==> config.mk <==
export PLATFORM = sky130hd
export DESIGN_NAME = feature_pair_match_threshold_unit
export DESIGN_NICKNAME = d
export VERILOG_FILES = /design/src/rtl/fpmt_pkg.sv /design/src/rtl/fpmt_front.sv /design/src/rtl/fpmt_queue.sv /design/src/rtl/fpmt_back.sv /design/src/rtl/feature_pair_match_threshold_unit.sv
export SDC_FILE = /design/constraint.sdc
export NUM_CORES = 2
export LEC_CHECK = 0
export ABC_AREA = 1
export ABC_CLOCK_PERIOD_IN_PS = 15510
export BUFFER_PORTS_ARGS = -buffer_cell sky130_fd_sc_hd__buf_2
export CORE_ASPECT_RATIO = 0.9
export CORE_MARGIN = 8
export CORE_UTILIZATION = 50
export CTS_CLUSTER_DIAMETER = 120
export DETAILED_ROUTE_END_ITERATION = 7
export PLACE_DENSITY = 0.71
export SYNTH_ARGS = -nofsm -noshare
export SYNTH_HDL_FRONTEND = slang
export SYNTH_SLANG_ARGS = --single-unit
export TNS_END_PERCENT = 1
==> constraint.sdc <==
create_clock -name clk -period 15.51 [get_ports clk]
set_clock_uncertainty 0.1 [all_clocks]
set_input_delay 1.551 -clock clk [delete_from_list [all_inputs] [get_ports clk]]
set_output_delay 1.551 -clock clk [all_outputs]
set_load 0.005 [all_outputs]
==> src/rtl/fpmt_pkg.sv <==
// Shared widths, types and codes of the feature pair match unit.
`default_nettype none
package fpmt_pkg;

  localparam int ELEM_W   = 16;                        // Q4.12 element
  localparam int DIFF_W   = 43;                        // squared difference sum
  localparam int SUM_W    = 41;                        // product and square sums
  localparam int DIST_W   = 48;                        // distance limit
  localparam int COS_W    = 16;                        // cosine limit, Q1.15
  localparam int CFG_W    = DIST_W;                    // widest register
  localparam int CFG_IDX_W = 2;
  localparam int TDATA_IN_W  = 2 * ELEM_W;
  localparam int TDATA_OUT_W = 8;

  localparam int Q_DEPTH = 2;
  localparam int Q_PTR_W = $clog2(Q_DEPTH);

  localparam logic [CFG_IDX_W-1:0] REG_METRIC_MODE    = 2'd0;
  localparam logic [CFG_IDX_W-1:0] REG_DISTANCE_LIMIT = 2'd1;
  localparam logic [CFG_IDX_W-1:0] REG_COSINE_LIMIT   = 2'd2;

  localparam logic MODE_EUCLID = 1'b0;
  localparam logic MODE_COSINE = 1'b1;

  // Sums of one finished vector pair.
  typedef struct packed {
    logic [DIFF_W-1:0] diff_sq;
    logic [SUM_W-1:0]  prod_abs;
    logic [SUM_W-1:0]  left_sq;
    logic [SUM_W-1:0]  right_sq;
  } totals_t;

  // Configuration as seen by the compare sequencer.
  typedef struct packed {
    logic              metric_mode;
    logic [DIST_W-1:0] distance_limit;
    logic [COS_W-1:0]  cosine_limit;
  } cfg_t;

endpackage
`default_nettype wire

==> src/rtl/fpmt_front.sv <==
// Front end: element products and saturating accumulation per vector pair.
`default_nettype none
module fpmt_front (
  input  wire logic                              clk,
  input  wire logic                              rst_n,
  input  wire logic                              in_valid,
  output logic                                   in_ready,
  input  wire logic [fpmt_pkg::ELEM_W-1:0]       left_value,
  input  wire logic [fpmt_pkg::ELEM_W-1:0]       right_value,
  input  wire logic                              final_element,
  output logic                                   push_valid,
  input  wire logic                              push_ready,
  output fpmt_pkg::totals_t                      push_data
);

  localparam int EW    = fpmt_pkg::ELEM_W;
  localparam int DSQ_W = 2 * EW;        // |a-b|^2
  localparam int PSQ_W = 2 * EW - 1;    // |a|*|b|, a^2, b^2

  function automatic logic [fpmt_pkg::DIFF_W-1:0] sat_diff(
    input logic [fpmt_pkg::DIFF_W-1:0] acc,
    input logic [DSQ_W-1:0]            add
  );
    logic [fpmt_pkg::DIFF_W:0] s;
    s = {1'b0, acc} + {{(fpmt_pkg::DIFF_W + 1 - DSQ_W){1'b0}}, add};
    sat_diff = s[fpmt_pkg::DIFF_W] ? {fpmt_pkg::DIFF_W{1'b1}} : s[fpmt_pkg::DIFF_W-1:0];
  endfunction

  function automatic logic [fpmt_pkg::SUM_W-1:0] sat_sum(
    input logic [fpmt_pkg::SUM_W-1:0] acc,
    input logic [PSQ_W-1:0]           add
  );
    logic [fpmt_pkg::SUM_W:0] s;
    s = {1'b0, acc} + {{(fpmt_pkg::SUM_W + 1 - PSQ_W){1'b0}}, add};
    sat_sum = s[fpmt_pkg::SUM_W] ? {fpmt_pkg::SUM_W{1'b1}} : s[fpmt_pkg::SUM_W-1:0];
  endfunction

  logic [EW:0]   diff;
  logic [EW:0]   diff_neg;
  logic [EW-1:0] ud;
  logic [EW-1:0] ua;
  logic [EW-1:0] ub;

  logic             s1_valid_r, s1_valid_nxt;
  logic             s1_last_r;
  logic [DSQ_W-1:0] s1_dsq_r;
  logic [PSQ_W-1:0] s1_pab_r;
  logic [PSQ_W-1:0] s1_lsq_r;
  logic [PSQ_W-1:0] s1_rsq_r;

  fpmt_pkg::totals_t acc_r, acc_nxt;
  fpmt_pkg::totals_t sums;
  logic              advance;
  logic [2*EW-1:0]   pab_full;
  logic [2*EW-1:0]   lsq_full;
  logic [2*EW-1:0]   rsq_full;

  // Magnitudes of the operands and of their difference.
  always_comb begin
    diff     = {left_value[EW-1], left_value} - {right_value[EW-1], right_value};
    diff_neg = ~diff + 1'b1;
    ud       = diff[EW] ? diff_neg[EW-1:0] : diff[EW-1:0];
    ua       = left_value[EW-1]  ? (~left_value + 1'b1)  : left_value;
    ub       = right_value[EW-1] ? (~right_value + 1'b1) : right_value;
    pab_full = ua * ub;
    lsq_full = ua * ua;
    rsq_full = ub * ub;
  end

  // Stage 2 moves on unless a final element waits for queue space.
  assign advance    = s1_valid_r && (!s1_last_r || push_ready);
  assign in_ready   = !s1_valid_r || advance;
  assign push_valid = s1_valid_r && s1_last_r;

  always_comb begin
    sums.diff_sq  = sat_diff(acc_r.diff_sq, s1_dsq_r);
    sums.prod_abs = sat_sum(acc_r.prod_abs, s1_pab_r);
    sums.left_sq  = sat_sum(acc_r.left_sq, s1_lsq_r);
    sums.right_sq = sat_sum(acc_r.right_sq, s1_rsq_r);
    push_data     = sums;
    acc_nxt       = acc_r;
    if (advance) begin
      acc_nxt = s1_last_r ? '0 : sums;
    end
    s1_valid_nxt = in_valid && in_ready ? 1'b1 : (advance ? 1'b0 : s1_valid_r);
  end

  always_ff @(posedge clk) begin
    if (!rst_n) begin
      s1_valid_r <= 1'b0;
      acc_r      <= '0;
    end else begin
      s1_valid_r <= s1_valid_nxt;
      acc_r      <= acc_nxt;
    end
  end

  // Product register: load on every accepted element.
  always_ff @(posedge clk) begin
    if (in_valid && in_ready) begin
      s1_last_r <= final_element;
      s1_dsq_r  <= ud * ud;
      s1_pab_r  <= pab_full[PSQ_W-1:0];
      s1_lsq_r  <= lsq_full[PSQ_W-1:0];
      s1_rsq_r  <= rsq_full[PSQ_W-1:0];
    end
  end

endmodule
`default_nettype wire

==> src/rtl/fpmt_queue.sv <==
// Short queue of finished vector sums between front end and compare sequencer.
`default_nettype none
module fpmt_queue (
  input  wire logic        clk,
  input  wire logic        rst_n,
  input  wire logic        push_valid,
  output logic             push_ready,
  input  wire fpmt_pkg::totals_t push_data,
  output logic             pop_valid,
  input  wire logic        pop_ready,
  output fpmt_pkg::totals_t pop_data
);

  localparam int PW = fpmt_pkg::Q_PTR_W;

  fpmt_pkg::totals_t mem [fpmt_pkg::Q_DEPTH];

  logic [PW-1:0] wr_ptr_r, wr_ptr_nxt;
  logic [PW-1:0] rd_ptr_r, rd_ptr_nxt;
  logic [PW:0]   count_r, count_nxt;
  logic          do_push;
  logic          do_pop;

  assign push_ready = count_r != (PW + 1)'(fpmt_pkg::Q_DEPTH);
  assign pop_valid  = count_r != '0;
  assign do_push    = push_valid && push_ready;
  assign do_pop     = pop_valid && pop_ready;
  assign pop_data   = mem[rd_ptr_r];

  function automatic logic [PW-1:0] ptr_inc(input logic [PW-1:0] p);
    ptr_inc = (p == PW'(fpmt_pkg::Q_DEPTH - 1)) ? '0 : p + 1'b1;
  endfunction

  always_comb begin
    wr_ptr_nxt = do_push ? ptr_inc(wr_ptr_r) : wr_ptr_r;
    rd_ptr_nxt = do_pop  ? ptr_inc(rd_ptr_r) : rd_ptr_r;
    count_nxt  = count_r + (PW + 1)'(do_push) - (PW + 1)'(do_pop);
  end

  always_ff @(posedge clk) begin
    if (!rst_n) begin
      wr_ptr_r <= '0;
      rd_ptr_r <= '0;
      count_r  <= '0;
    end else begin
      wr_ptr_r <= wr_ptr_nxt;
      rd_ptr_r <= rd_ptr_nxt;
      count_r  <= count_nxt;
    end
  end

  always_ff @(posedge clk) begin
    if (do_push) begin
      mem[wr_ptr_r] <= push_data;
    end
  end

endmodule
`default_nettype wire

==> src/rtl/fpmt_back.sv <==
// Compare sequencer: threshold tests with a shared shift-add multiplier.
`default_nettype none
module fpmt_back (
  input  wire logic         clk,
  input  wire logic         rst_n,
  input  wire fpmt_pkg::cfg_t    cfg,
  input  wire logic         pop_valid,
  output logic              pop_ready,
  input  wire fpmt_pkg::totals_t pop_data,
  output logic              out_valid,
  input  wire logic         out_ready,
  output logic              out_match
);

  localparam int SW    = fpmt_pkg::SUM_W;
  localparam int CMW   = fpmt_pkg::COS_W - 1;      // cosine magnitude bits
  localparam int C2W   = 2 * CMW;                  // limit squared
  localparam int LHS_W = 2 * SW;                   // P^2
  localparam int ACC_W = LHS_W + C2W;              // L*R*C^2 and P^2*2^30
  localparam int CNT_W = $clog2(SW + 1);

  localparam logic [2:0] ST_IDLE = 3'd0;
  localparam logic [2:0] ST_PP   = 3'd1;
  localparam logic [2:0] ST_LR   = 3'd2;
  localparam logic [2:0] ST_RC   = 3'd3;
  localparam logic [2:0] ST_CMP  = 3'd4;

  logic [2:0]       state_r, state_nxt;
  logic [ACC_W-1:0] acc_r, acc_nxt;
  logic [ACC_W-1:0] mcand_r, mcand_nxt;
  logic [SW-1:0]    mplier_r, mplier_nxt;
  logic [CNT_W-1:0] cnt_r, cnt_nxt;
  logic [LHS_W-1:0] lhs_r, lhs_nxt;
  logic [SW-1:0]    lsq_r, lsq_nxt;
  logic [SW-1:0]    rsq_r, rsq_nxt;
  logic [C2W-1:0]   c2_r, c2_nxt;
  logic             out_valid_r, out_valid_nxt;
  logic             out_match_r, out_match_nxt;

  logic [ACC_W-1:0] acc_step;
  logic             last_step;
  logic             slot_free;
  logic             cos_nonpos;
  logic [CMW-1:0]   cmag;

  assign slot_free  = !out_valid_r || out_ready;
  assign pop_ready  = (state_r == ST_IDLE) && slot_free;
  assign out_valid  = out_valid_r;
  assign out_match  = out_match_r;
  assign cmag       = cfg.cosine_limit[CMW-1:0];
  assign cos_nonpos = cfg.cosine_limit[fpmt_pkg::COS_W-1] || (cmag == '0);
  assign acc_step   = acc_r + (mplier_r[0] ? mcand_r : '0);
  assign last_step  = cnt_r == CNT_W'(1);

  always_comb begin
    state_nxt     = state_r;
    acc_nxt       = acc_r;
    mcand_nxt     = mcand_r;
    mplier_nxt    = mplier_r;
    cnt_nxt       = cnt_r;
    lhs_nxt       = lhs_r;
    lsq_nxt       = lsq_r;
    rsq_nxt       = rsq_r;
    c2_nxt        = c2_r;
    out_valid_nxt = out_valid_r && !out_ready;
    out_match_nxt = out_match_r;

    unique case (state_r)
      ST_IDLE: begin
        if (pop_valid && slot_free) begin
          if (cfg.metric_mode == fpmt_pkg::MODE_EUCLID) begin
            out_valid_nxt = 1'b1;
            out_match_nxt = {{(fpmt_pkg::DIST_W - fpmt_pkg::DIFF_W){1'b0}},
                             pop_data.diff_sq} < cfg.distance_limit;
          end else if (pop_data.left_sq == '0 || pop_data.right_sq == '0) begin
            out_valid_nxt = 1'b1;
            out_match_nxt = 1'b0;
          end else if (cos_nonpos) begin
            out_valid_nxt = 1'b1;
            out_match_nxt = 1'b1;
          end else begin
            // Start P*P; keep the norms and C^2 for the next passes.
            acc_nxt    = '0;
            mcand_nxt  = {{(ACC_W - SW){1'b0}}, pop_data.prod_abs};
            mplier_nxt = pop_data.prod_abs;
            cnt_nxt    = CNT_W'(SW);
            lsq_nxt    = pop_data.left_sq;
            rsq_nxt    = pop_data.right_sq;
            c2_nxt     = cmag * cmag;
            state_nxt  = ST_PP;
          end
        end
      end
      ST_PP, ST_LR, ST_RC: begin
        acc_nxt    = acc_step;
        mcand_nxt  = {mcand_r[ACC_W-2:0], 1'b0};
        mplier_nxt = {1'b0, mplier_r[SW-1:1]};
        cnt_nxt    = cnt_r - 1'b1;
        if (last_step) begin
          if (state_r == ST_PP) begin
            lhs_nxt    = acc_step[LHS_W-1:0];
            acc_nxt    = '0;
            mcand_nxt  = {{(ACC_W - SW){1'b0}}, lsq_r};
            mplier_nxt = rsq_r;
            cnt_nxt    = CNT_W'(SW);
            state_nxt  = ST_LR;
          end else if (state_r == ST_LR) begin
            acc_nxt    = '0;
            mcand_nxt  = acc_step;
            mplier_nxt = {{(SW - C2W){1'b0}}, c2_r};
            cnt_nxt    = CNT_W'(C2W);
            state_nxt  = ST_RC;
          end else begin
            state_nxt  = ST_CMP;
          end
        end
      end
      ST_CMP: begin
        if (slot_free) begin
          out_valid_nxt = 1'b1;
          out_match_nxt = {lhs_r, {C2W{1'b0}}} >= acc_r;
          state_nxt     = ST_IDLE;
        end
      end
      default: begin
        state_nxt = ST_IDLE;
      end
    endcase
  end

  always_ff @(posedge clk) begin
    if (!rst_n) begin
      state_r     <= ST_IDLE;
      out_valid_r <= 1'b0;
    end else begin
      state_r     <= state_nxt;
      out_valid_r <= out_valid_nxt;
    end
  end

  always_ff @(posedge clk) begin
    acc_r       <= acc_nxt;
    mcand_r     <= mcand_nxt;
    mplier_r    <= mplier_nxt;
    cnt_r       <= cnt_nxt;
    lhs_r       <= lhs_nxt;
    lsq_r       <= lsq_nxt;
    rsq_r       <= rsq_nxt;
    c2_r        <= c2_nxt;
    out_match_r <= out_match_nxt;
  end

endmodule
`default_nettype wire

==> src/rtl/feature_pair_match_threshold_unit.sv <==
// Top level of the feature pair match unit: configuration, front end, queue, sequencer.
`default_nettype none
// Streams two feature vectors in as one Q4.12 element pair per request (left in
// tdata[15:0], right in tdata[31:16], tlast on the last pair) and returns one
// match request per vector pair in out_tdata[0]. The front end takes one pair
// every cycle unless stalled: a product stage registers |a-b|^2, |a|*|b|, a^2
// and b^2, and an accumulate stage adds them into four saturating sums. The
// sums of each finished vector pair drop into a two-entry queue, so the front
// end keeps accepting the next vector while the sequencer judges the last one.
// In Euclidean mode, and in cosine mode when a norm is zero or the limit is
// not positive, the result is valid from the edge at which the sums leave the
// queue. Otherwise the sequencer picks the sums up, runs its one-bit-per-cycle
// shift-add multiplier three times (P*P, then L*R, then that product times the
// limit squared) and then compares the results. The front end stalls only when
// both queue entries are full, so cosine vectors stream at one pair per cycle
// while the sequencer keeps up. Write configuration only while no request is
// in flight; registers reset to Euclidean mode, a distance limit of 1.0 and a
// cosine limit of 0.5. There is no clearing pass.
module feature_pair_match_threshold_unit (
  input  wire logic                                clk,
  input  wire logic                                rst_n,
  // Input stream
  input  wire logic                                in_tvalid,
  output logic                                     in_tready,
  input  wire logic [fpmt_pkg::TDATA_IN_W-1:0]     in_tdata,   // left_value, right_value
  input  wire logic                                in_tlast,   // final_element
  // Result stream
  output logic                                     out_tvalid,
  input  wire logic                                out_tready,
  output logic [fpmt_pkg::TDATA_OUT_W-1:0]         out_tdata,  // pair_match, 7 zero bits
  // Configuration write port
  input  wire logic                                cfg_wr_en,
  input  wire logic [fpmt_pkg::CFG_IDX_W-1:0]      cfg_index,
  input  wire logic [fpmt_pkg::CFG_W-1:0]          cfg_wdata
);

  localparam int EW = fpmt_pkg::ELEM_W;

  fpmt_pkg::cfg_t    cfg_r, cfg_nxt;
  fpmt_pkg::totals_t push_data;
  fpmt_pkg::totals_t pop_data;
  logic              push_valid;
  logic              push_ready;
  logic              pop_valid;
  logic              pop_ready;
  logic              pair_match;

  // Decode register writes; an index beyond the list writes nothing.
  always_comb begin
    cfg_nxt = cfg_r;
    if (cfg_wr_en) begin
      unique case (cfg_index)
        fpmt_pkg::REG_METRIC_MODE:    cfg_nxt.metric_mode    = cfg_wdata[0];
        fpmt_pkg::REG_DISTANCE_LIMIT: cfg_nxt.distance_limit = cfg_wdata;
        fpmt_pkg::REG_COSINE_LIMIT:   cfg_nxt.cosine_limit   =
                                        cfg_wdata[fpmt_pkg::COS_W-1:0];
        default: ;
      endcase
    end
  end

  always_ff @(posedge clk) begin
    if (!rst_n) begin
      cfg_r.metric_mode    <= fpmt_pkg::MODE_EUCLID;
      cfg_r.distance_limit <= fpmt_pkg::DIST_W'(48'd16777216);
      cfg_r.cosine_limit   <= fpmt_pkg::COS_W'(16'd16384);
    end else begin
      cfg_r <= cfg_nxt;
    end
  end

  fpmt_front u_front (
    .clk           (clk),
    .rst_n         (rst_n),
    .in_valid      (in_tvalid),
    .in_ready      (in_tready),
    .left_value    (in_tdata[EW-1:0]),
    .right_value   (in_tdata[2*EW-1:EW]),
    .final_element (in_tlast),
    .push_valid    (push_valid),
    .push_ready    (push_ready),
    .push_data     (push_data)
  );

  fpmt_queue u_queue (
    .clk        (clk),
    .rst_n      (rst_n),
    .push_valid (push_valid),
    .push_ready (push_ready),
    .push_data  (push_data),
    .pop_valid  (pop_valid),
    .pop_ready  (pop_ready),
    .pop_data   (pop_data)
  );

  fpmt_back u_back (
    .clk       (clk),
    .rst_n     (rst_n),
    .cfg       (cfg_r),
    .pop_valid (pop_valid),
    .pop_ready (pop_ready),
    .pop_data  (pop_data),
    .out_valid (out_tvalid),
    .out_ready (out_tready),
    .out_match (pair_match)
  );

  // Pad the single result bit to a whole byte.
  assign out_tdata = {{(fpmt_pkg::TDATA_OUT_W - 1){1'b0}}, pair_match};

endmodule
`default_nettype wire

==> results.sh <==
export IMPL_outcome="finished, violations left"
export IMPL_violations="design-rule violations"
export IMPL_routed_wl_um=292000
export IMPL_synthAdderAreaFrac_pct=26.3
export IMPL_grt_pass1_vias=82200
export IMPL_htree_levels=4
export IMPL_synth_top_cell_area_share_pct=26.8
export IMPL_async_flop_share_pct=0
export IMPL_drc=2
export IMPL_muxShareOfSynthArea_pct=0
export IMPL_row_count=158
export IMPL_grt_max_degree=151
export IMPL_syn_to_final_growth_pct=7.38
export IMPL_synth_xor_area_share_pct=2.71
export IMPL_clock_sinks=1161
export IMPL_yosys_register_bits=1161
export IMPL_synth_ff_type="edfxtp_1"
export IMPL_syn_area_um2=103000
export IMPL_clockBufferDepth=3
export IMPL_ant_nets=0
export IMPL_crit_family="adder cells"
export IMPL_port_buffers=90
export IMPL_rsz0062_at_grt="no"
export IMPL_yosysTopAreaCell="edfxtp_1"
export IMPL_ctsResizeCount=0
export IMPL_cts_root_buf="clkbuf_16"
export IMPL_dp_cells=15300
export IMPL_fmax_ghz=0.108
export IMPL_design_core_area_um2=206000
export IMPL_synth_seq_area_share_pct=31.4
export IMPL_ios=98
export IMPL_synth_area_top_cells="edfxtp_1, fa_1, nand2_1"
export IMPL_multiInputGateArea_um2=60800
export IMPL_finalMaxSlewViolations=0
export IMPL_fin_tns_setup_ns=0
export IMPL_dieWidth_um=495
export IMPL_synth_cell_type_count=64
export IMPL_syn_avg_cell_area_um2=8.12
export IMPL_yosysWarnings=0
export IMPL_first_iter_violations=8129
export IMPL_finalSetupViolCount=0
export IMPL_dp_hpwl_um=229000
export IMPL_grt_overflow_total=0
export IMPL_hp_class="reg -> reg"
export IMPL_cp_end_kind="register"
export IMPL_start_kind="input pin"
export IMPL_synthCells=12700
export IMPL_track_usage_pct=26.0
export IMPL_critPathMaxFanout=19
export IMPL_initial_utilization_pct=50.2
export IMPL_fp_dieH_um=447
export IMPL_stdcell_count=15500
export IMPL_period_share_pct=59.8
export IMPL_post_cts_buffers=0
export IMPL_vias_per_cell=5.43
export IMPL_worst_pin_slew_ns=1.19
export IMPL_routabilityCongestion=1.08
export IMPL_synth_top_family_by_area="adder cells"
export IMPL_synth_simple_gate_area_share_pct=19.9
export IMPL_antenna_found_initial=11
export IMPL_synth_edf_count=920
export IMPL_arrival_ns=9.72
export IMPL_dr_pass1_iters=8
export IMPL_slowest_stage="xor2_2"
export IMPL_cts_tree="built"
export IMPL_clk_pin_slew_worst_paths_ns=0.07
export IMPL_synth_compound_area_share_pct=9.82
export IMPL_fin_nets=14500
export IMPL_worstSkewPairLatency_ns=0.78
export IMPL_maxSlewHeadroom_pct=19.7
export IMPL_vias=84400
export IMPL_period_needed_ns=9.28
export IMPL_wl_per_cell_um=18.8
export IMPL_crit_required_ns=15.95
export IMPL_path_buf_inv=6
export IMPL_drv_cap=0
export IMPL_numCtsBuffers=130
export IMPL_critical_path_class="in -> reg"
export IMPL_crit_path_max_incr_delay_ns=0.66
export IMPL_nFillCells=19100
export IMPL_crit_top_cell="fa_1"
export IMPL_regArea_um2=32500
export IMPL_drive_gt1_share_pct=4.68
export IMPL_postCtsHoldBufs=0
export IMPL_die_area_um2=221000
export IMPL_grt_pass1_wl_um=458000
export IMPL_hold_viol_final=0
==> logic make-up after synthesis <==
group                    count (synthesis)
buffers and inverters                 2676
adder cells (fa/ha/maj)               1677
other                                    2
AO/OA/AOI/OAI                         1854
flip-flops                            1161
AND/OR/NAND/NOR                       5027
XOR/XNOR                               316
==> registers in the layout, indices dropped and copies added (netlist names), 2 cells and up, named ones only <==
name              flops
cfg_r                65
u_back.acc_r        112
u_back.c2_r          29
u_back.cnt_r          6
u_back.lhs_r         82
u_back.lsq_r         41
u_back.mcand_r      112
u_back.mplier_r      41
u_back.rsq_r         41
u_back.state_r        3
u_front.acc_r       166
u_front.s1_dsq_r     31
u_front.s1_lsq_r     30
u_front.s1_pab_r     31
u_front.s1_rsq_r     30
u_queue.count_r       2
u_queue.mem         332
==> worst register-to-register path, stage by stage (launching register included) <==
cell      delay (ns)
dfxtp_1         0.85
inv_1           0.35
fa_1            0.58
fa_1            0.43
inv_1           0.08
fa_1            0.43
fa_1            0.51
fa_1            0.57
fa_1            0.45
ha_1            0.43
nand2_1         0.11
nor2_1          0.19
nand2_1         0.09
o211ai_1        0.12
a31oi_1         0.10
o21ai_0         0.30
nand3_1         0.11
nand2_1         0.11
nand2_1         0.06
nand2_1         0.06
xor2_1          0.25
==> cells in the mapped netlist (8+ instances only) <==
master / n
a21oi_1: 907
nor3_2: 11
o22ai_1: 34
o2111ai_1: 8
o211ai_1: 32
nor3_1: 97
o21ai_1: 24
buf_2: 42
nand3_1: 399
nor2_1: 1260
nand2_1: 2935
o21a_1: 37
fa_1: 823
a31oi_1: 47
or2_2: 104
o221ai_1: 18
inv_2: 35
a21boi_0: 24
buf_4: 9
and3_1: 13
nand3b_1: 20
o21ai_0: 579
nand2_2: 23
dfxtp_1: 241
nor4_1: 43
edfxtp_1: 920
clkbuf_1: 264
o21bai_1: 51
and2_1: 10
a21o_1: 52
xnor2_1: 101
buf_1: 24
inv_1: 2285
clkinv_1: 12
nor2_2: 15
nand4_1: 71
a211oi_1: 9
xor2_1: 211
ha_1: 854
==> per-stage QoR <==
stage	hold WS (ns)	util, %	area [um^2]	setup slack, ns
CTS	0.363	53.9	111000	6.31
detailed placement	0.354	51.8	107000	5.50
global placement	0.348	51.8	107000	5.63
floorplan	0.306	-	103000	5.36
finish	0.361	53.9	111000	6.23
global route	0.383	53.9	111000	5.52
==> cell usage in the layout, fill, tap and decap left out, types with 18 or more instances in the layout <==
master	instances
nand2_1	2933
inv_1	2283
nor2_1	1255
edfxtp_1	920
a21oi_1	905
ha_1	854
fa_1	823
o21ai_0	577
nand3_1	399
dfxtp_1	240
xor2_1	211
clkbuf_16	134
or2_2	104
xnor2_1	101
nor3_1	96
buf_2	90
buf_4	86
nand4_1	71
a21o_1	52
o21bai_1	51
a31oi_1	47
nor4_1	43
o21a_1	37
inv_2	35
o22ai_1	34
clkbuf_1	34
o211ai_1	32
conb_1	31
o21ai_1	26
nand2_2	24
a21boi_0	24
clkinv_1	23
nand3b_1	20
o221ai_1	18
==> layer usage <==
| layer | vias up | global-route usage, % | share of wire [%] |
|---|---|---|---|
| met5 | - | 0 | 0.0092 |
| met2 | 3329 | 41.5 | 45 |
| met3 | 622 | 3.71 | 8.0 |
| li1 | 40500 | - | - |
| met4 | 4 | 10.0 | 4.4 |
| met1 | 39900 | 36.0 | 43 |
==> area by class of cell <==
type / instances / share of cell area [%]
diodes: 3 / 0.00677
clock buffers: 181 / 3.30
clock inverters: 56 / 0.588
inverters: 2332 / 7.91
multi-input cells: 8905 / 54.8
flip-flops and latches: 1161 / 29.3
well taps: 2720 / 3.07
repair buffers: 177 / 1.01
==> path summary, 6_finish.rpt <==
check,from,end,slack [ns],cells after the start
worst max-delay path,in_tdata[0],u_front.s1_dsq_r[29],6.23,36
worst min-delay path,cfg_r[32],cfg_r[32],0.36,2
worst max register to register,cfg_r[6],u_back.c2_r[20],9.06,20
worst min register to register,cfg_r[32],cfg_r[32],0.36,2
Power is not shown: default switching activity piles up to over one toggle a cycle in this logic, so the estimate is an artifact.
